<file path="src/aekd_pkg.sv">
// Package for the ANSI escape key decoder: item and command types, character
// and keypad constants, key lookup functions. No dependencies.
`default_nettype none

package aekd_pkg;

  // Input item operation codes
  localparam logic OP_BYTE = 1'b0;
  localparam logic OP_IDLE = 1'b1;

  // Characters of interest
  localparam logic [7:0] ESC_BYTE = 8'd27;
  localparam logic [7:0] CH_LBRACK = 8'h5b;
  localparam logic [7:0] CH_SS3 = 8'h4f;
  localparam logic [7:0] CH_0 = 8'h30;
  localparam logic [7:0] CH_9 = 8'h39;
  localparam logic [7:0] CH_SEMI = 8'h3b;
  localparam logic [7:0] CH_TILDE = 8'h7e;
  localparam logic [7:0] CH_A = 8'h41;
  localparam logic [7:0] CH_B = 8'h42;
  localparam logic [7:0] CH_C = 8'h43;
  localparam logic [7:0] CH_D = 8'h44;
  localparam logic [7:0] CH_H = 8'h48;
  localparam logic [7:0] CH_F = 8'h46;

  // Keypad codes
  localparam logic [7:0] KEY_UP = 8'h38;
  localparam logic [7:0] KEY_DOWN = 8'h32;
  localparam logic [7:0] KEY_RIGHT = 8'h36;
  localparam logic [7:0] KEY_LEFT = 8'h34;
  localparam logic [7:0] KEY_HOME = 8'h37;
  localparam logic [7:0] KEY_END = 8'h31;
  localparam logic [7:0] KEY_INS = 8'h30;
  localparam logic [7:0] KEY_DEL = 8'h2e;
  localparam logic [7:0] KEY_PGUP = 8'h39;
  localparam logic [7:0] KEY_PGDN = 8'h33;

  localparam logic [15:0] TIMEOUT_RESET = 16'd8000;
  localparam logic [2:0] ARG_INDEX_MAX = 3'd7;
  localparam logic [7:0] ARG_SAT = 8'd255;

  typedef struct packed {
    logic       operation;
    logic [7:0] byte_value;
  } in_item_t;

  typedef struct packed {
    logic [7:0] key_code;
    logic       last_of_run;
  } out_item_t;

  typedef enum logic [1:0] {
    MODE_NORMAL = 2'd0,
    MODE_ESC    = 2'd1,
    MODE_CSI    = 2'd2
  } mode_t;

  typedef enum logic [3:0] {
    ACT_NONE,
    ACT_ESC_START,
    ACT_PASS,
    ACT_TIMEOUT,
    ACT_TICK,
    ACT_OPEN,
    ACT_DIGIT,
    ACT_SEP,
    ACT_KEY,
    ACT_DROP,
    ACT_REPLAY
  } action_t;

  typedef enum logic {
    CMD_EMIT,
    CMD_REPLAY
  } cmd_kind_t;

  // Front to back command. EMIT: one result, code. REPLAY: raw bytes from
  // the buffer, then code as a tail result when has_tail is set.
  typedef struct packed {
    cmd_kind_t  kind;
    logic [7:0] code;
    logic       has_tail;
  } cmd_t;

  typedef enum logic [1:0] {
    BS_IDLE,
    BS_RUN,
    BS_TAIL
  } back_state_t;

  typedef struct packed {
    logic       hit;
    logic [7:0] code;
  } key_lookup_t;

  function automatic key_lookup_t final_key(input logic [7:0] b);
    key_lookup_t r;
    r.hit = 1'b1;
    unique case (b)
      CH_A: r.code = KEY_UP;
      CH_B: r.code = KEY_DOWN;
      CH_C: r.code = KEY_RIGHT;
      CH_D: r.code = KEY_LEFT;
      CH_H: r.code = KEY_HOME;
      CH_F: r.code = KEY_END;
      default: begin
        r.hit  = 1'b0;
        r.code = 8'h00;
      end
    endcase
    return r;
  endfunction

  function automatic key_lookup_t tilde_key(input logic [7:0] a);
    key_lookup_t r;
    r.hit = 1'b1;
    unique case (a)
      8'd1, 8'd7: r.code = KEY_HOME;
      8'd2:       r.code = KEY_INS;
      8'd3:       r.code = KEY_DEL;
      8'd4, 8'd8: r.code = KEY_END;
      8'd5:       r.code = KEY_PGUP;
      8'd6:       r.code = KEY_PGDN;
      default: begin
        r.hit  = 1'b0;
        r.code = 8'h00;
      end
    endcase
    return r;
  endfunction

endpackage

`default_nettype wire

</file>
<file path="src/aekd_ram.sv">
// Generic single write port RAM with registered read.
// No dependencies.
`default_nettype none

module aekd_ram #(
  parameter int unsigned W     = 8,
  parameter int unsigned DEPTH = 32,
  localparam int unsigned AW   = $clog2(DEPTH)
) (
  input  wire logic          clk,
  input  wire logic          we,
  input  wire logic [AW-1:0] waddr,
  input  wire logic [W-1:0]  wdata,
  input  wire logic [AW-1:0] raddr,
  output logic      [W-1:0]  rdata
);

  logic [W-1:0] mem_r [DEPTH];

  always_ff @(posedge clk) begin
    if (we) begin
      mem_r[waddr] <= wdata;
    end
    rdata <= mem_r[raddr];
  end

endmodule

`default_nettype wire

</file>
<file path="src/aekd_cmdq.sv">
// Two-entry command queue between front and back.
// No package dependency; width set by parameter.
`default_nettype none

module aekd_cmdq #(
  parameter int unsigned W = 15
) (
  input  wire logic         clk,
  input  wire logic         rst_n,
  input  wire logic         push,
  input  wire logic [W-1:0] wdata,
  output logic              full,
  input  wire logic         pop,
  output logic      [W-1:0] rdata,
  output logic              empty
);

  logic [W-1:0] mem_r [2];
  logic         wr_ptr_r, wr_ptr_nxt;
  logic         rd_ptr_r, rd_ptr_nxt;
  logic [1:0]   count_r, count_nxt;
  logic         do_push, do_pop;

  assign full    = (count_r == 2'd2);
  assign empty   = (count_r == 2'd0);
  assign rdata   = mem_r[rd_ptr_r];
  assign do_push = push & ~full;
  assign do_pop  = pop & ~empty;

  always_comb begin
    wr_ptr_nxt = wr_ptr_r ^ do_push;
    rd_ptr_nxt = rd_ptr_r ^ do_pop;
    count_nxt  = count_r + {1'b0, do_push} - {1'b0, do_pop};
  end

  always_ff @(posedge clk) begin
    if (!rst_n) begin
      wr_ptr_r <= 1'b0;
      rd_ptr_r <= 1'b0;
      count_r  <= 2'd0;
    end else begin
      wr_ptr_r <= wr_ptr_nxt;
      rd_ptr_r <= rd_ptr_nxt;
      count_r  <= count_nxt;
    end
  end

  always_ff @(posedge clk) begin
    if (do_push) begin
      mem_r[wr_ptr_r] <= wdata;
    end
  end

endmodule

`default_nettype wire

</file>
<file path="src/aekd_front.sv">
// Front end: accepts input beats, runs the escape parser, fills the sequence
// buffer and posts commands. Depends on aekd_pkg.
`default_nettype none

module aekd_front #(
  parameter int unsigned BUFFER_DEPTH = 32,
  localparam int unsigned AW = $clog2(BUFFER_DEPTH),
  localparam int unsigned CW = $clog2(BUFFER_DEPTH + 1)
) (
  input  wire logic               clk,
  input  wire logic               rst_n,
  input  wire logic               push,
  output logic                    full,
  input  wire aekd_pkg::in_item_t in_item,
  input  wire logic               cfg_valid,
  output logic                    cfg_ready,
  input  wire logic [15:0]        cfg_data,
  output logic                    ram_we,
  output logic [AW-1:0]           ram_waddr,
  output logic [7:0]              ram_wdata,
  output logic                    q_push,
  input  wire logic               q_full,
  output aekd_pkg::cmd_t          q_cmd,
  output logic [AW-1:0]           q_last_idx,
  input  wire logic               replay_done
);

  aekd_pkg::mode_t   mode_r, mode_nxt;
  aekd_pkg::action_t act;
  logic [15:0]       idle_cnt_r, idle_cnt_nxt;
  logic [15:0]       timeout_r;
  logic [CW-1:0]     fill_r, fill_nxt;
  logic [2:0]        arg_idx_r, arg_idx_nxt;
  logic [7:0]        first_arg_r, first_arg_nxt;
  logic [7:0]        last_byte_r, last_byte_nxt;
  logic              wait_r, wait_nxt;

  logic              accept, is_byte, room, is_digit, rep_esc;
  logic [7:0]        b, last_eff, key_code;
  logic [CW-1:0]     fill_eff, cnt_m2;
  logic [11:0]       arg_acc;
  aekd_pkg::key_lookup_t key_lu, tilde_lu;

  // Stall on a full queue, while a replay still reads the buffer, and in reset
  assign full      = q_full | wait_r | ~rst_n;
  assign accept    = push & ~full;
  assign cfg_ready = rst_n;

  assign b        = in_item.byte_value;
  assign is_byte  = (in_item.operation == aekd_pkg::OP_BYTE);
  assign room     = (fill_r < CW'(BUFFER_DEPTH));
  assign fill_eff = room ? fill_r + CW'(1) : fill_r;
  assign last_eff = room ? b : last_byte_r;
  assign cnt_m2   = fill_eff - CW'(2);
  assign rep_esc  = (last_eff == aekd_pkg::ESC_BYTE);
  assign is_digit = (b >= aekd_pkg::CH_0) && (b <= aekd_pkg::CH_9);
  assign key_lu   = aekd_pkg::final_key(b);
  assign tilde_lu = aekd_pkg::tilde_key(first_arg_r);
  assign key_code = (b == aekd_pkg::CH_TILDE) ? tilde_lu.code : key_lu.code;
  assign arg_acc  = 12'(first_arg_r) * 12'd10 + {8'd0, b[3:0]};

  // Classify the beat
  always_comb begin
    act = aekd_pkg::ACT_NONE;
    if (accept) begin
      unique case (mode_r)
        aekd_pkg::MODE_ESC: begin
          if (!is_byte) begin
            act = (idle_cnt_r >= timeout_r) ? aekd_pkg::ACT_TIMEOUT : aekd_pkg::ACT_TICK;
          end else if (b == aekd_pkg::CH_LBRACK || b == aekd_pkg::CH_SS3) begin
            act = aekd_pkg::ACT_OPEN;
          end else begin
            act = aekd_pkg::ACT_REPLAY;
          end
        end
        aekd_pkg::MODE_CSI: begin
          priority if (!is_byte) begin
            act = aekd_pkg::ACT_NONE;
          end else if (is_digit) begin
            act = aekd_pkg::ACT_DIGIT;
          end else if (b == aekd_pkg::CH_SEMI) begin
            act = aekd_pkg::ACT_SEP;
          end else if (b == aekd_pkg::CH_TILDE) begin
            act = tilde_lu.hit ? aekd_pkg::ACT_KEY : aekd_pkg::ACT_DROP;
          end else if (key_lu.hit) begin
            act = aekd_pkg::ACT_KEY;
          end else begin
            act = aekd_pkg::ACT_REPLAY;
          end
        end
        default: begin
          if (is_byte) begin
            act = (b == aekd_pkg::ESC_BYTE) ? aekd_pkg::ACT_ESC_START : aekd_pkg::ACT_PASS;
          end
        end
      endcase
    end
  end

  // Parser mode
  always_comb begin
    mode_nxt = mode_r;
    unique case (act)
      aekd_pkg::ACT_ESC_START: mode_nxt = aekd_pkg::MODE_ESC;
      aekd_pkg::ACT_PASS,
      aekd_pkg::ACT_TIMEOUT,
      aekd_pkg::ACT_KEY,
      aekd_pkg::ACT_DROP:      mode_nxt = aekd_pkg::MODE_NORMAL;
      aekd_pkg::ACT_OPEN:      mode_nxt = aekd_pkg::MODE_CSI;
      aekd_pkg::ACT_REPLAY:    mode_nxt = rep_esc ? aekd_pkg::MODE_ESC : aekd_pkg::MODE_NORMAL;
      default:                 mode_nxt = mode_r;
    endcase
  end

  // Datapath and command posting
  always_comb begin
    idle_cnt_nxt  = idle_cnt_r;
    fill_nxt      = fill_r;
    arg_idx_nxt   = arg_idx_r;
    first_arg_nxt = first_arg_r;
    last_byte_nxt = last_byte_r;
    wait_nxt      = wait_r & ~replay_done;
    ram_we        = 1'b0;
    ram_waddr     = fill_r[AW-1:0];
    ram_wdata     = b;
    q_push        = 1'b0;
    q_cmd.kind    = aekd_pkg::CMD_EMIT;
    q_cmd.code    = b;
    q_cmd.has_tail = 1'b0;
    q_last_idx    = cnt_m2[AW-1:0];
    unique case (act)
      aekd_pkg::ACT_ESC_START: begin
        ram_we        = 1'b1;
        ram_waddr     = '0;
        fill_nxt      = CW'(1);
        last_byte_nxt = aekd_pkg::ESC_BYTE;
        idle_cnt_nxt  = 16'd0;
      end
      aekd_pkg::ACT_PASS: begin
        q_push = 1'b1;
      end
      aekd_pkg::ACT_TIMEOUT: begin
        fill_nxt   = '0;
        q_push     = 1'b1;
        q_cmd.code = aekd_pkg::ESC_BYTE;
      end
      aekd_pkg::ACT_TICK: begin
        idle_cnt_nxt = idle_cnt_r + 16'd1;
      end
      aekd_pkg::ACT_OPEN: begin
        ram_we        = room;
        fill_nxt      = fill_eff;
        last_byte_nxt = last_eff;
        arg_idx_nxt   = 3'd0;
        first_arg_nxt = 8'd0;
      end
      aekd_pkg::ACT_DIGIT: begin
        ram_we        = room;
        fill_nxt      = fill_eff;
        last_byte_nxt = last_eff;
        if (arg_idx_r == 3'd0) begin
          first_arg_nxt = (arg_acc > 12'(aekd_pkg::ARG_SAT)) ? aekd_pkg::ARG_SAT
                                                                : arg_acc[7:0];
        end
      end
      aekd_pkg::ACT_SEP: begin
        ram_we        = room;
        fill_nxt      = fill_eff;
        last_byte_nxt = last_eff;
        if (arg_idx_r < aekd_pkg::ARG_INDEX_MAX) begin
          arg_idx_nxt = arg_idx_r + 3'd1;
        end
      end
      aekd_pkg::ACT_KEY: begin
        ram_we     = room;
        fill_nxt   = '0;
        q_push     = 1'b1;
        q_cmd.code = key_code;
      end
      aekd_pkg::ACT_DROP: begin
        ram_we   = room;
        fill_nxt = '0;
      end
      aekd_pkg::ACT_REPLAY: begin
        // raw bytes 0 .. fill-2, then the last stored byte seen afresh
        ram_we         = room;
        q_push         = 1'b1;
        q_cmd.kind     = aekd_pkg::CMD_REPLAY;
        q_cmd.code     = last_eff;
        q_cmd.has_tail = ~rep_esc;
        wait_nxt       = 1'b1;
        if (rep_esc) begin
          // entry 0 already holds ESC
          fill_nxt      = CW'(1);
          idle_cnt_nxt  = 16'd0;
          last_byte_nxt = aekd_pkg::ESC_BYTE;
        end else begin
          fill_nxt = '0;
        end
      end
      default: begin
      end
    endcase
  end

  always_ff @(posedge clk) begin
    if (!rst_n) begin
      mode_r      <= aekd_pkg::MODE_NORMAL;
      idle_cnt_r  <= 16'd0;
      fill_r      <= '0;
      arg_idx_r   <= 3'd0;
      first_arg_r <= 8'd0;
      wait_r      <= 1'b0;
      timeout_r   <= aekd_pkg::TIMEOUT_RESET;
    end else begin
      mode_r      <= mode_nxt;
      idle_cnt_r  <= idle_cnt_nxt;
      fill_r      <= fill_nxt;
      arg_idx_r   <= arg_idx_nxt;
      first_arg_r <= first_arg_nxt;
      wait_r      <= wait_nxt;
      if (cfg_valid) begin
        timeout_r <= cfg_data;
      end
    end
  end

  always_ff @(posedge clk) begin
    last_byte_r <= last_byte_nxt;
  end

endmodule

`default_nettype wire

</file>
<file path="src/aekd_back.sv">
// Back end: executes commands, reads the sequence buffer for replays and
// holds the result register. Depends on aekd_pkg.
`default_nettype none

module aekd_back #(
  parameter int unsigned BUFFER_DEPTH = 32,
  localparam int unsigned AW = $clog2(BUFFER_DEPTH)
) (
  input  wire logic                 clk,
  input  wire logic                 rst_n,
  input  wire logic                 q_empty,
  output logic                      q_pop,
  input  wire aekd_pkg::cmd_t       q_cmd,
  input  wire logic [AW-1:0]        q_last_idx,
  output logic [AW-1:0]             ram_raddr,
  input  wire logic [7:0]           ram_rdata,
  output logic                      replay_done,
  output logic                      empty,
  input  wire logic                 pop,
  output aekd_pkg::out_item_t       out_item
);

  aekd_pkg::back_state_t state_r, state_nxt;
  logic [AW-1:0]         idx_r, idx_nxt;
  logic [AW-1:0]         last_idx_r, last_idx_nxt;
  logic                  has_tail_r, has_tail_nxt;
  logic [7:0]            code_r, code_nxt;
  logic                  out_valid_r, out_valid_nxt;
  aekd_pkg::out_item_t   out_item_r, load_item;
  logic                  out_free, load, at_end;

  assign empty     = ~out_valid_r;
  assign out_item  = out_item_r;
  assign out_free  = ~out_valid_r | pop;
  assign at_end    = (idx_r == last_idx_r);
  // read one ahead so rdata always matches idx_r
  assign ram_raddr = idx_nxt;

  always_comb begin
    state_nxt = state_r;
    unique case (state_r)
      aekd_pkg::BS_IDLE: begin
        if (!q_empty) begin
          state_nxt = (q_cmd.kind == aekd_pkg::CMD_REPLAY) ? aekd_pkg::BS_RUN
                                                            : aekd_pkg::BS_TAIL;
        end
      end
      aekd_pkg::BS_RUN: begin
        if (out_free && at_end) begin
          state_nxt = has_tail_r ? aekd_pkg::BS_TAIL : aekd_pkg::BS_IDLE;
        end
      end
      aekd_pkg::BS_TAIL: begin
        if (out_free) begin
          state_nxt = aekd_pkg::BS_IDLE;
        end
      end
      default: state_nxt = aekd_pkg::BS_IDLE;
    endcase
  end

  always_comb begin
    q_pop        = 1'b0;
    idx_nxt      = idx_r;
    last_idx_nxt = last_idx_r;
    has_tail_nxt = has_tail_r;
    code_nxt     = code_r;
    load         = 1'b0;
    load_item    = '{key_code: code_r, last_of_run: 1'b1};
    replay_done  = 1'b0;
    unique case (state_r)
      aekd_pkg::BS_IDLE: begin
        idx_nxt = '0;
        if (!q_empty) begin
          q_pop        = 1'b1;
          last_idx_nxt = q_last_idx;
          has_tail_nxt = q_cmd.has_tail;
          code_nxt     = q_cmd.code;
        end
      end
      aekd_pkg::BS_RUN: begin
        if (out_free) begin
          load      = 1'b1;
          load_item = '{key_code: ram_rdata, last_of_run: at_end & ~has_tail_r};
          if (at_end) begin
            replay_done = 1'b1;
          end else begin
            idx_nxt = idx_r + AW'(1);
          end
        end
      end
      aekd_pkg::BS_TAIL: begin
        load = out_free;
      end
      default: begin
      end
    endcase
  end

  always_comb begin
    out_valid_nxt = out_valid_r;
    if (load) begin
      out_valid_nxt = 1'b1;
    end else if (pop) begin
      out_valid_nxt = 1'b0;
    end
  end

  always_ff @(posedge clk) begin
    if (!rst_n) begin
      state_r     <= aekd_pkg::BS_IDLE;
      out_valid_r <= 1'b0;
    end else begin
      state_r     <= state_nxt;
      out_valid_r <= out_valid_nxt;
    end
  end

  always_ff @(posedge clk) begin
    idx_r      <= idx_nxt;
    last_idx_r <= last_idx_nxt;
    has_tail_r <= has_tail_nxt;
    code_r     <= code_nxt;
    if (load) begin
      out_item_r <= load_item;
    end
  end

  a_idx_bound: assert property (@(posedge clk) disable iff (!rst_n)
    state_r == aekd_pkg::BS_RUN |-> idx_r <= last_idx_r)
    else $error("replay index past last entry");

  a_done_in_run: assert property (@(posedge clk) disable iff (!rst_n)
    replay_done |-> (state_r == aekd_pkg::BS_RUN && load))
    else $error("replay done outside a replay load");

  a_pop_starts: assert property (@(posedge clk) disable iff (!rst_n)
    q_pop |=> (state_r == aekd_pkg::BS_RUN || state_r == aekd_pkg::BS_TAIL))
    else $error("command popped but back end idle");

endmodule

`default_nettype wire

</file>
<file path="src/ansi_escape_key_decoder.sv">
// A result goes from the command queue through the back end to the result
// register. The back end executes one command at a time; a replay drains the
// buffer at one byte a cycle unless results back up, input held until read out.
// Reset (rst_n low, synchronous): parser to normal mode, queue and result
// register emptied, timeout back to 8000; buffer contents left as they are.
// Depends on aekd_pkg, aekd_ram, aekd_cmdq, aekd_front, aekd_back.
`default_nettype none

module ansi_escape_key_decoder #(
  parameter int unsigned BUFFER_DEPTH = 32
) (
  input  wire logic                clk,
  input  wire logic                rst_n,
  // input beats: byte or idle tick
  input  wire logic                push,
  output logic                     full,
  input  wire aekd_pkg::in_item_t  in_item,
  // results
  output logic                     empty,
  input  wire logic                pop,
  output aekd_pkg::out_item_t      out_item,
  // escape timeout register
  input  wire logic                cfg_valid,
  output logic                     cfg_ready,
  input  wire logic [15:0]         cfg_data
);

  localparam int unsigned AW = $clog2(BUFFER_DEPTH);
  localparam int unsigned QW = $bits(aekd_pkg::cmd_t) + AW;

  // Buffer write side (front) and read side (back)
  logic          ram_we;
  logic [AW-1:0] ram_waddr, ram_raddr;
  logic [7:0]    ram_wdata, ram_rdata;

  // Command queue
  logic           q_push, q_full, q_pop, q_empty;
  aekd_pkg::cmd_t f_cmd, b_cmd;
  logic [AW-1:0]  f_last_idx, b_last_idx;
  logic [QW-1:0]  q_wdata, q_rdata;

  logic replay_done;

  // Front: parser state, timeout register, buffer writes. It holds full
  // while a replay is in flight so the buffer is not overwritten under the
  // back end's reads.
  aekd_front #(.BUFFER_DEPTH(BUFFER_DEPTH)) u_front (
    .clk         (clk),
    .rst_n       (rst_n),
    .push        (push),
    .full        (full),
    .in_item     (in_item),
    .cfg_valid   (cfg_valid),
    .cfg_ready   (cfg_ready),
    .cfg_data    (cfg_data),
    .ram_we      (ram_we),
    .ram_waddr   (ram_waddr),
    .ram_wdata   (ram_wdata),
    .q_push      (q_push),
    .q_full      (q_full),
    .q_cmd       (f_cmd),
    .q_last_idx  (f_last_idx),
    .replay_done (replay_done)
  );

  assign q_wdata = {f_cmd, f_last_idx};

  // Short queue parting front and back
  aekd_cmdq #(.W(QW)) u_cmdq (
    .clk   (clk),
    .rst_n (rst_n),
    .push  (q_push),
    .wdata (q_wdata),
    .full  (q_full),
    .pop   (q_pop),
    .rdata (q_rdata),
    .empty (q_empty)
  );

  assign b_cmd      = aekd_pkg::cmd_t'(q_rdata[QW-1:AW]);
  assign b_last_idx = q_rdata[AW-1:0];

  // Sequence buffer: written by the front, read by the back during replay
  aekd_ram #(.W(8), .DEPTH(BUFFER_DEPTH)) u_buf (
    .clk   (clk),
    .we    (ram_we),
    .waddr (ram_waddr),
    .wdata (ram_wdata),
    .raddr (ram_raddr),
    .rdata (ram_rdata)
  );

  // Back: command execution and result register
  aekd_back #(.BUFFER_DEPTH(BUFFER_DEPTH)) u_back (
    .clk         (clk),
    .rst_n       (rst_n),
    .q_empty     (q_empty),
    .q_pop       (q_pop),
    .q_cmd       (b_cmd),
    .q_last_idx  (b_last_idx),
    .ram_raddr   (ram_raddr),
    .ram_rdata   (ram_rdata),
    .replay_done (replay_done),
    .empty       (empty),
    .pop         (pop),
    .out_item    (out_item)
  );

endmodule

`default_nettype wire

</file>
<file path="config.mk">
export PLATFORM = sky130hd
export DESIGN_NAME = ansi_escape_key_decoder
export DESIGN_NICKNAME = d
export VERILOG_FILES = /design/src/aekd_pkg.sv /design/src/aekd_ram.sv /design/src/aekd_cmdq.sv /design/src/aekd_front.sv /design/src/aekd_back.sv /design/src/ansi_escape_key_decoder.sv
export SDC_FILE = /design/constraint.sdc
export NUM_CORES = 1
export LEC_CHECK = 0
export BUFFER_PORTS_ARGS = -buffer_cell sky130_fd_sc_hd__buf_4
export CAP_MARGIN = 10
export CORE_MARGIN = 4
export CORE_UTILIZATION = 43
export CTS_CLUSTER_SIZE = 20
export DETAILED_ROUTE_END_ITERATION = 12
export GPL_TIMING_DRIVEN = 0
export PLACE_DENSITY_LB_ADDON = 0.2
export SYNTH_ARGS = -nofsm -noshare
export SYNTH_HDL_FRONTEND = slang
export SYNTH_HIERARCHICAL = 1
export SYNTH_SLANG_ARGS = --single-unit
</file>
<file path="constraint.sdc">
create_clock -name clk -period 9.9 [get_ports clk]
set_input_delay 0.495 -clock clk [delete_from_list [all_inputs] [get_ports clk]]
set_output_delay 0.495 -clock clk [all_outputs]
set_load 0.05 [all_outputs]
</file>
# Word-level counts from Yosys, hierarchy flattened
# Memory sizes are Yosys's and may differ from the RTL's. A register that Yosys moved wholly into a read port is not among the register bits.
# Cells that the tools add are included.
[word_totals]
ramBits = 286
reg_bits = 95
word_cells = 190
inputBits = 30
romBits = 0
out_inout_bits = 12
latchBits = 0
memories = 2
[op_classes]
n_addsub = 8
mux = 65
n_mul = 1
eq_ne = 42
bitwise = 18
n_div = 0
magnitude_cmp = 6
n_reduce_logical = 29
n_shift = 0
[mem_list]
columns = ["name", "words", "word_bits", "read_ports", "rd_clocked_by_memory_dff", "wr", "line", "source"]
rows = [
  ["u_buf.mem_r", 32, 8, 1, 1, 1, "aekd_ram.sv:18", "logic [W-1:0] mem_r [DEPTH];"],
  ["u_cmdq.mem_r", 2, 15, 1, 1, 1, "aekd_cmdq.sv:18", "logic [W-1:0] mem_r [2];"],
]
[op_table]
columns = ["cell", "count"]
rows = [
  ["8-bit by 7-bit == test with 1-bit output, second input constant", 9],
  ["6-bit one-hot mux with 6 select lines", 2],
  ["16-bit one-hot mux with 3 select lines", 1],
  ["8-bit one-hot mux with 3 select lines", 2],
  ["8-bit by 3-bit == test with 1-bit output, second input constant", 4],
  ["4-bit two-way mux", 8],
  ["8-bit two-way mux", 4],
  ["6-bit one-hot mux with 4 select lines", 1],
  ["1-bit two-way mux", 22],
  ["9-bit two-way mux", 2],
  ["16-bit by 1-bit adder with 16-bit output, second input constant", 1],
  ["4-bit by 3-bit == test with 1-bit output, second input constant", 4],
  ["8-bit by 2-bit == test with 1-bit output, second input constant", 2],
  ["8-bit by 5-bit == test with 1-bit output, second input constant", 2],
  ["16-bit greater-or-equal comparator", 1],
  ["16-bit two-way mux", 1],
  ["8-bit one-hot mux with 2 select lines", 1],
  ["5-bit two-way mux", 3],
  ["2-bit two-way mux", 7],
  ["12-bit by 4-bit adder with 12-bit output", 1],
  ["4-bit == test, second input constant", 3],
  ["12-bit by 8-bit > comparator with 1-bit output, second input constant", 1],
  ["6-bit two-way mux", 2],
  ["2-bit AND reduction", 6],
  ["other kinds (45)", 79],
]

# Depth between registers and ports, before layout
# Gate-level depths: netlist of run 1.
[depth]
depth_word = 16
depth_mapped = 16
depth_no_buf = 14

# Hierarchy
# Netlist of run 1, hierarchy kept.
[modules_own_cells]
columns = ["mod", "cells_per_inst", "n_inst", "seq_area_each_um2", "area_each_um2"]
rows = [
  ["aekd_ram", 417, 1, 7847.5, 10053.4],
  ["aekd_front", 565, 1, 1281.2, 4657.0],
  ["aekd_cmdq", 72, 1, 1001.0, 1390.1],
  ["aekd_back", 95, 1, 850.8, 1317.5],
]

# Worst setup path after synthesis of run 1
# Ideal clock, no wire load.
[synth_timing]
path_kind = "in2reg"
from = "input port in_item[1] (netlist name)"
to = "memory u_buf.mem_r[0][0], enable pin"
t_required_ns = 9.530
t_arrival_ns = 3.568
path_stages = 12
setup_time_ns = 0.370
n_path_buf = 3
path_slack_ns = 5.962
cell_sequence = "buf_2 -> or3b_1 -> a21oi_1 -> o21ai_0 -> a311o_1 -> a22o_4 -> or3_1 -> clkbuf_1 -> and2_1 -> or3b_2 -> clkbuf_1 -> nor2_1"
[synth_between]
word_cells_on_any_way = 40
cone_classes = "order compare: 2; eq/ne: 18; mux: 16; reduce/logical: 4"
[synth_rtl]
columns = ["item", "line", "source"]
rows = [
  ["from (decl)", "ansi_escape_key_decoder.sv:17", "input wire aekd_pkg::in_item_t in_item,"],
  ["8-bit by 7-bit == test with 1-bit output", "aekd_pkg.sv:99", "unique case (b)"],
  ["6-bit OR reduction (no source line)", "-", ""],
  ["1-bit two-way mux", "aekd_pkg.sv:99", ""],
  ["2-bit two-way mux", "aekd_front.sv:85", "end else if (key_lu.hit) begin"],
  ["4-bit two-way mux", "aekd_front.sv:83", "end else if (b == aekd_pkg::CH_TILDE) begin"],
  ["4-bit two-way mux", "aekd_front.sv:81", "end else if (b == aekd_pkg::CH_SEMI) begin"],
  ["4-bit two-way mux", "aekd_front.sv:79", "end else if (is_digit) begin"],
  ["4-bit two-way mux", "aekd_front.sv:77", "priority if (!is_byte) begin"],
  ["4-bit one-hot mux with 2 select lines *", "aekd_front.sv:66", "unique case (mode_r)"],
  ["4-bit two-way mux *", "aekd_front.sv:65", "if (accept) begin"],
  ["4-bit by 1-bit == test with 1-bit output *", "aekd_front.sv:131", "unique case (act)"],
  ["5-bit two-way mux *", "aekd_front.sv:131", ""],
  ["net ram_waddr[1]", "ansi_escape_key_decoder.sv:33", "logic [AW-1:0] ram_waddr, ram_raddr;"],
  ["to (decl)", "aekd_ram.sv:18", ""],
]
# The timed path passes the listed nets; every way through them passes the cells marked *.

# Worst setup path in the final report of run 1
[layout_timing]
from = "register u_front.idle_cnt_r[2]"
to = "memory u_buf.mem_r[8][1], in the netlist u_buf/mem_r[4][1], enable pin"
[layout_between]
elab_chain_cells = 10
word_cells_on_any_way = 17
cone_classes = "order compare: 1; eq/ne: 7; mux: 8; reduce/logical: 1"
[layout_rtl]
columns = ["item", "line", "source"]
rows = [
  ["from (decl)", "aekd_front.sv:30", "logic [15:0] idle_cnt_r, idle_cnt_nxt;"],
  ["from (signal assigned)", "aekd_front.sv:217", "idle_cnt_r <= idle_cnt_nxt;"],
  ["16-bit greater-or-equal comparator *", "aekd_front.sv:69", "act = (idle_cnt_r >= timeout_r) ? aekd_pkg::ACT_TIMEOUT : aekd_pkg::ACT_TICK;"],
  ["3-bit two-way mux *", "aekd_front.sv:69", ""],
  ["4-bit two-way mux *", "aekd_front.sv:68", "if (!is_byte) begin"],
  ["4-bit one-hot mux with 2 select lines *", "aekd_front.sv:66", ""],
  ["4-bit two-way mux *", "aekd_front.sv:65", ""],
  ["4-bit == test or 4-bit by 3-bit == test with 1-bit output (tied branches)", "aekd_front.sv:131", ""],
  ["6-bit OR reduction (no source line)", "-", ""],
  ["1-bit one-hot mux with 2 select lines *", "aekd_front.sv:131", ""],
  ["net ram_we", "ansi_escape_key_decoder.sv:32", "logic ram_we;"],
  ["1-bit two-way mux *", "aekd_ram.sv:21", "if (we) begin"],
  ["1-bit two-way mux (not written as such) *", "aekd_ram.sv:22", "mem_r[waddr] <= wdata;"],
]
# Marks and branches as above.

==> results of run 1 <==
-- where the power goes --
| part | switching [mW] | total [mW] | internal (mW) |
|---|---|---|---|
| Sequential | 0.00976 | 1.81 | 1.80 |
| Combinational | 0.159 | 0.276 | 0.117 |
| Clock | 0.623 | 1.52 | 0.894 |
-- cell usage after synthesis (8+ instances only) --
cell / instances / area, um2
mux2_4: 10 / 150
mux4_2: 80 / 1800
nor2_1: 72 / 270
mux2_2: 26 / 293
a21oi_1: 43 / 215
and2_1: 13 / 81.3
nand3_1: 25 / 125
ha_1: 46 / 576
nand4_1: 9 / 56.3
buf_4: 17 / 128
inv_1: 45 / 169
nor2b_1: 11 / 68.8
a211oi_1: 8 / 60.1
edfxtp_1: 317 / 9520
nand2_1: 71 / 267
o211ai_1: 19 / 143
o21ai_0: 21 / 105
mux2i_1: 33 / 330
xor2_1: 11 / 96.3
o21a_1: 9 / 67.6
or3_1: 15 / 93.8
dfxtp_1: 73 / 1460
a21o_1: 8 / 60.1
nor3_1: 12 / 60.1
clkbuf_1: 23 / 86.3
-- logic make-up after synthesis --
group                      count (synthesis)
DFF                                      390
and+or+nand+nor                          283
muxes                                    149
xor gates and xnor gates                  19
buffers and inverters                    100
adders and majority gates                 48
AOI/OAI and AO/OA                        160
-- critical path, delay by kind of cell (launching register included) --
kind,cells,cell delay [ns]
flip-flops,1,0.51
adder cells (fa/ha/maj),1,0.31
AND/OR/NAND/NOR,7,2.10
AO/OA/AOI/OAI,4,0.99
buffers and inverters,3,0.65
-- state kept, by name, summed over array words and instances, names as in the netlist, 8 cells and up, named ones only --
name / count
u_back/code_r: 8
u_back/out_item: 9
u_front/idle_cnt_r: 16
u_buf/rdata: 8
u_cmdq/mem_r: 30
u_front/timeout_r: 16
u_front/last_byte_r: 8
u_buf/mem_r: 256
u_front/first_arg_r: 8
-- metrics by stage --
| step | hold WS, ns | total power, mW |
|---|---|---|
| global route | 0.154 | 3.73 |
| global placement | 0.459 | 2.12 |
| CTS | 0.136 | 3.64 |
| detailed placement | 0.470 | 2.12 |
| floorplan | 0.449 | 2.03 |
| finish | 0.158 | 3.60 |
-- per-layer routing --
layer / vias to the layer above / GRT usage (%) / wire (um)
li1: 4635 / - / -
met1: 4989 / 25.7 / 17500
met2: 278 / 26.3 / 17100
met3: 60 / 4.13 / 2540
met4: 0 / 4.37 / 822
met5: - / 0 / 0
-- worst min path at each step --
| stage | to | slack [ns] | cells past startpoint |
|---|---|---|---|
| after floorplan | u_front/wait_r | 0.45 | 2 |
| after global placement | u_cmdq/rd_ptr_r | 0.46 | 2 |
| after detailed placement | u_front/wait_r | 0.47 | 2 |
| after CTS | u_front/timeout_r[11] | 0.14 | 3 |
| after global routing | u_front/timeout_r[7] | 0.15 | 3 |
| final | u_front/timeout_r[10] | 0.16 | 3 |
-- layout make-up --
| class | instances | area share (%) |
|---|---|---|
| clock buffer | 52 | 5.57 |
| clock inverter | 23 | 1.19 |
| multi-input combinational | 659 | 30.2 |
| buffer | 55 | 1.55 |
| tap | 525 | 3.33 |
| timing repair buffer | 41 | 1.56 |
| inverter | 45 | 0.857 |
| sequential | 390 | 55.7 |
==> impl_results.md, run 1 <==
* Fin cells at 1790
* Drt wl/cell at 21.2 um
* Pre-CTS setup slack at 4.80 ns
* CP Data Arrival Time at 5.12 ns
* R2r startpoint: u_front/idle_cnt_r[2]
* Largest family of logic cells by synthesized area: multiplexers
* Share of layout cells above drive strength 1 at 21.0%
* Commonest non-fill, non-tap cells in the layout: 317 x edfxtp_1, 80 x mux4_2, 73 x dfxtp_1
* Post-synthesis register bit count at 390
* Worst VDD drop at 0.000125 V
* Vias at 9962
* Total GRT Usage at 17.4%
* Xor-xnor portion of the synthesized cell area at 1.03%
* DP Wirelength at 26100 um
* Main synth FF type: edfxtp_1
* Yosys warnings at 6
* DR iter-0 viols at 707
* CTS Root Buffer Type: clkbuf_16
* Cts bufs inserted at 42
* Worst Skew at 0.0234 ns
* Fin Setup TNS at 0 ns
* Hold Crit Class: in -> reg
* Clock sink count at 390
* Die height at 209 um
* Post-synthesis async set-or-reset flop share at 0%
* PD cells at 183 nW/um2
* Inst Count DP at 1715
* DRT antenna net count at 0
* CP Data Required Time at 10.08 ns
* IO buf count at 40
* Multi-input combinational cell area at 5960 um2
* Global route overflow at 0
* Number of diodes at 0
* Reg2Reg Depth at 15
* Gpl congestion at 0.812
* Clock transition at the registers of the reported paths at 0.06 ns
* Startpoint types: flip-flop
* Largest net degree at the start of global routing at 33
* Finished Cell Area at 19700 um2
* Post-CTS resize count at 0
* Syn avg cell area at 15.2 um2
* Die Wd at 209 um
* Final setup viols at 0
* Post-route setup slack at 4.96 ns
* Crit path to: u_buf/mem_r[4][1]
* Sequential share of the synthesized area at 63.0%
* DRT Wirelength at 38000 um
* Slew Viols, Final at 0
* Initial antenna violation count at 0
* H-tree levels at 2
* Final period util at 49.9%
* Setup repair bufs after CTS at 0
* Critical R2R Capture: u_buf/mem_r[4][1]
* Mapped Nets at 1227
* Via density at 5.57
* Fin. Hold Viols at 0
* WS Path Type: reg -> reg
* Vias in the first global route at 10000
* Worst Tran Pin Value at 0.954 ns
* Clock Latency Late Sink at 0.56 ns
* DRC at 0
* Most common cell after layout, fill and taps aside: edfxtp_1
* Syn Inst Count at 1149
* Ports at 42
* Final min period at 4.94 ns
* Row count at 73
* Reg2reg setup slack at 4.96 ns
* FF+latch area at 11000 um2
* Layout Nets at 1312
* Rel. slew slack at 35.9%
* # hold bufs at CTS at 0
* Worst setup EP type: flip-flop
* Starting Density at 43.6%
* Post-DP Area at 18400 um2
* Critical Path Most Common Cell: nand2_1
* First-pass GRT wire length at 59300 um
* Die ar. at 43800 um2
* CP Cell Sequence: ha_1 > a31oi_1 > nor2b_1 > o311ai_1 > a31oi_1 > or3_1 > buf_6 > a21o_1 > clkbuf_1 > nand2_1 > nand2_1 > nand2_1 > or3b_2 > clkbuf_1 > nor2_1
* Fill cells at 3379
* CP max stage delay at 0.76 ns
* Util after Layout at 49.4%
* Core area at 39900 um2
* Lkg Pwr at 6.51 nW
* Fmax at 0.203 GHz
* Netlist cell types at 76
* Crit path max fanout at 10
* Initial DRT Pass Iterations at 5
* Critical-path top delay cell: nor2_1
* Status: finished, final reports clean
* Max Root-Sink Buffers at 3
* Max Cap Viol at 0
* CTS tree: done
* Adder-cell share of the synthesized area at 3.53%
* Worst Hold Launch: cfg_data[10]
* RSZ-0062 raised after global routing: false
* Post-synth EDFFs at 317
* Post-synthesis simple-gate area fraction at 8.59%
* P&R area growth vs syn at 13.2%
* Synth Area in Compound Gates at 6.29%
* Syn Std Cell Area at 17400 um2
* Mux share of post-synthesis cell area at 14.8%
* Crit path from: u_front/idle_cnt_r[2]
No activity file was read; power rests on OpenSTA's default activity.
==> run 2: changes to the inputs <==
ABC_AREA = 1   (was default)
clock period = 5 ns   (was 9.9 ns; I/O delays follow)
==> impl_results.md, run 2 <==
* Status: finished, final reports clean
* Global route overflow at 0 (unchanged)
* Most numerous cell in the Yosys netlist: nand2_1
* Die height at 216 um (+3.2%)
* CP Data Arrival Time at 4.46 ns (-0.66 ns)
* Initial DRT Pass Iterations at 6 (+1)
* Initial antenna violation count at 0 (unchanged)
* Post-synthesis async set-or-reset flop share at 0% (unchanged)
* Max Cap Viol at 0 (unchanged)
* Largest net degree at the start of global routing at 33 (unchanged)
* Hold Crit Class: in -> reg
* Power Total at 7.50 mW (+110%)
* DRC at 0 (unchanged)
* Max reg flops at 256 (unchanged)
* Post-DP Area at 19600 um2 (+6.7%)
* Clock transition at the registers of the reported paths at 0.06 ns (about the same)
* P&R area growth vs syn at 13.8%
* Fin Setup TNS at 0 ns (unchanged)
* CTS tree: done
* Util after Layout at 50.0% (+0.58 points)
* Gpl congestion at 0.920 (+13%)
* DRT Wirelength at 46500 um (+22%)
* Netlist cell types at 52 (-32%)
* IO buf count at 41 (+2.5%)
* Synth cell count leaders: 546 x nand2_1, 317 x edfxtp_1, 256 x nand3_1, 129 x inv_1, 110 x nor2_1
* Leading area contributor after synthesis: edfxtp_1
* Total GRT Usage at 19.8% (+2.4 points)
* Vias in the first global route at 12800 (+27%)
* Inst Count DP at 2480 (+45%)
* Worst VDD drop at 0.000212 V (+70%)
* Fmax at 0.233 GHz (+15%)
* Syn Inst Count at 1862 (+62%)
* Die ar. at 46600 um2 (+6.4%)
* Clock Latency Late Sink at 0.56 ns (about the same)
* Syn Std Cell Area at 18600 um2 (+6.7%)
* CTS Root Buffer Type: clkbuf_16
* Row count at 75 (+2.7%)
* Cts bufs inserted at 42 (unchanged)
* CP Cell Sequence: ha_1 > nand2_1 > nand2_1 > nand2_1 > nand2_1 > nor2_1 > nand2_1 > nand2_1 > nand2_1 > nand2_1 > nand3_1 > nand2_2 > nand3_4 > inv_1 > nand2_2 > inv_1 > buf_4 > o21ai_0 > nand2_1 > nand3_1 > nor2_1
* Crit path max fanout at 10 (unchanged)
* Die Wd at 216 um (+3.2%)
* Final period util at 85.8% (+36 points)
* Finished Cell Area at 21200 um2 (+7.3%)
* Vias at 13500 (+35%)
* DRT antenna net count at 0 (unchanged)
* CP max stage delay at 0.90 ns (+0.14 ns)
* Main synth FF type: edfxtp_1
* Critical-path top delay cell: nor2_1
* CP Data Required Time at 5.17 ns (-4.91 ns)
* Worst setup EP type: flip-flop
* Rel. slew slack at 35.1% (-0.76 points)
* Ports at 42 (unchanged)
* Worst Skew at 0.0182 ns (-0.00524 ns)
* Drt wl/cell at 18.0 um (-15%)
* Share of layout cells above drive strength 1 at 13.6% (-7.4 points)
* Final setup viols at 0 (unchanged)
* Commonest non-fill, non-tap cells in the layout: 546 x nand2_1, 317 x edfxtp_1, 256 x nand3_1
* PD cells at 354 nW/um2 (+94%)
* Slew Viols, Final at 0 (unchanged)
* Sequential share of the synthesized area at 59.1% (-3.9 points)
* Mapped Nets at 1940 (+58%)
* Final min period at 4.29 ns (-0.648 ns)
* RSZ-0062 raised after global routing: false
* Via density at 5.23 (-6.0%)
* Post-synthesis register bit count at 390 (unchanged)
* WS Path Type: reg -> reg
* Largest registers: u_buf/mem_r x256, u_cmdq/mem_r x30
* DR iter-0 viols at 1212 (+71%)
* Clock sink count at 390 (unchanged)
* Starting Density at 43.9% (+0.26 points)
* Startpoint types: flip-flop
* H-tree levels at 2 (unchanged)
* Share of the synthesized area in the top cell type at 51.2% (-3.4 points)
* Max Root-Sink Buffers at 3 (unchanged)
* Post-CTS resize count at 0 (unchanged)
* Largest reg by FF count: u_buf/mem_r
* Syn avg cell area at 9.98 um2 (-34%)
* Synth area leaders: edfxtp_1 51%, nand2_1 11%, dfxtp_1 7.9%, nand3_1 6.9%, ha_1 3.1%
* Lkg Pwr at 8.27 nW (+27%)
* Number of diodes at 0 (unchanged)
* Critical Path Most Common Cell: nand2_1
* Core area at 42300 um2 (+6.0%)
* Fin cells at 2577 (+44%)
* Worst Tran Pin Value at 0.969 ns (+0.0152 ns)
* Yosys warnings at 6 (unchanged)
* First-pass GRT wire length at 72200 um (+22%)
* Post-synth EDFFs at 317 (unchanged)
* Most common cell after layout, fill and taps aside: nand2_1
* Layout Nets at 2047 (+56%)
* DP Wirelength at 32200 um (+23%)
* Fin. Hold Viols at 0 (unchanged)
run 2: changes by cell type after synthesis, moves of 23 or more:
| cell | delta |
|---|---|
| buf_6 | +23 |
| nand3_1 | +231 |
| mux2i_1 | -31 |
| nand2_1 | +475 |
| inv_1 | +84 |
| mux4_2 | -80 |
| nor2_1 | +38 |
run 2: kinds of logic after synthesis:
logic type,share of synthesized area (%)
AO/OA/AOI/OAI,4.28
XOR/XNOR,0.896
adder cells (fa/ha/maj),3.31
buffers and inverters,6.26
flip-flops,59.1
multiplexers,1.22
AND/OR/NAND/NOR,24.9
run 2: metrics by stage:
step	hold WS (ns)	worst slack [ns]
after floorplan	0.343	1.90
after global placement	0.449	0.804
after detailed placement	0.456	0.746
after CTS	0.0817	0.725
after global routing	0.137	0.472
final	0.125	0.711
run 2: power breakdown:
| group | internal [mW] | switching [mW] |
|---|---|---|
| clock | 1.78 | 1.24 |
| sequential | 3.61 | 0.0295 |
| combinational | 0.265 | 0.582 |
run 2: critical path: cells and delay by family, from the launching register on:
kind | cells | cell delay (ns)
fa+ha+maj | 1 | 0.29
buf+inv | 3 | 0.39
compound gates | 1 | 0.09
simple gates | 16 | 2.64
flops | 1 | 0.46
run 2: final timing paths:
| kind | startpoint | to | slack [ns] | cells past startpoint |
|---|---|---|---|---|
| worst max-delay path | u_front/idle_cnt_r[5] | u_buf/mem_r[2][7] | 0.71 | 21 |
| worst min-delay path | cfg_valid | u_front/timeout_r[1] | 0.13 | 4 |
| worst max register to register | u_front/idle_cnt_r[5] | u_buf/mem_r[2][7] | 0.71 | 21 |
| worst min register to register | u_front/timeout_r[7] | u_front/timeout_r[7] | 0.46 | 2 |
run 2: cell type report:
| class | count | area [um2] |
|---|---|---|
| sequential | 390 | 11000 |
| clock buffer | 51 | 1110 |
| buffer | 80 | 617 |
| timing repair buffer | 63 | 529 |
| multi-input combinational | 1247 | 6430 |
| clock inverter | 24 | 214 |
| fill | 3817 | 21200 |
| tap | 577 | 722 |
| inverter | 145 | 547 |
run 2: routing by layer:
metal	vias to the layer above	routed length [um]	GRT usage, %
met4	0	936	4.96
met2	437	21500	31.7
met3	68	3210	3.66
met5	-	0	0
met1	6440	20900	28.1
li1	6543	-	-
run 2: timing repair:
item	in CTS	in global routing
hold buffers	21	0
hold endpoints to repair	18	0
buffers inserted	0	0
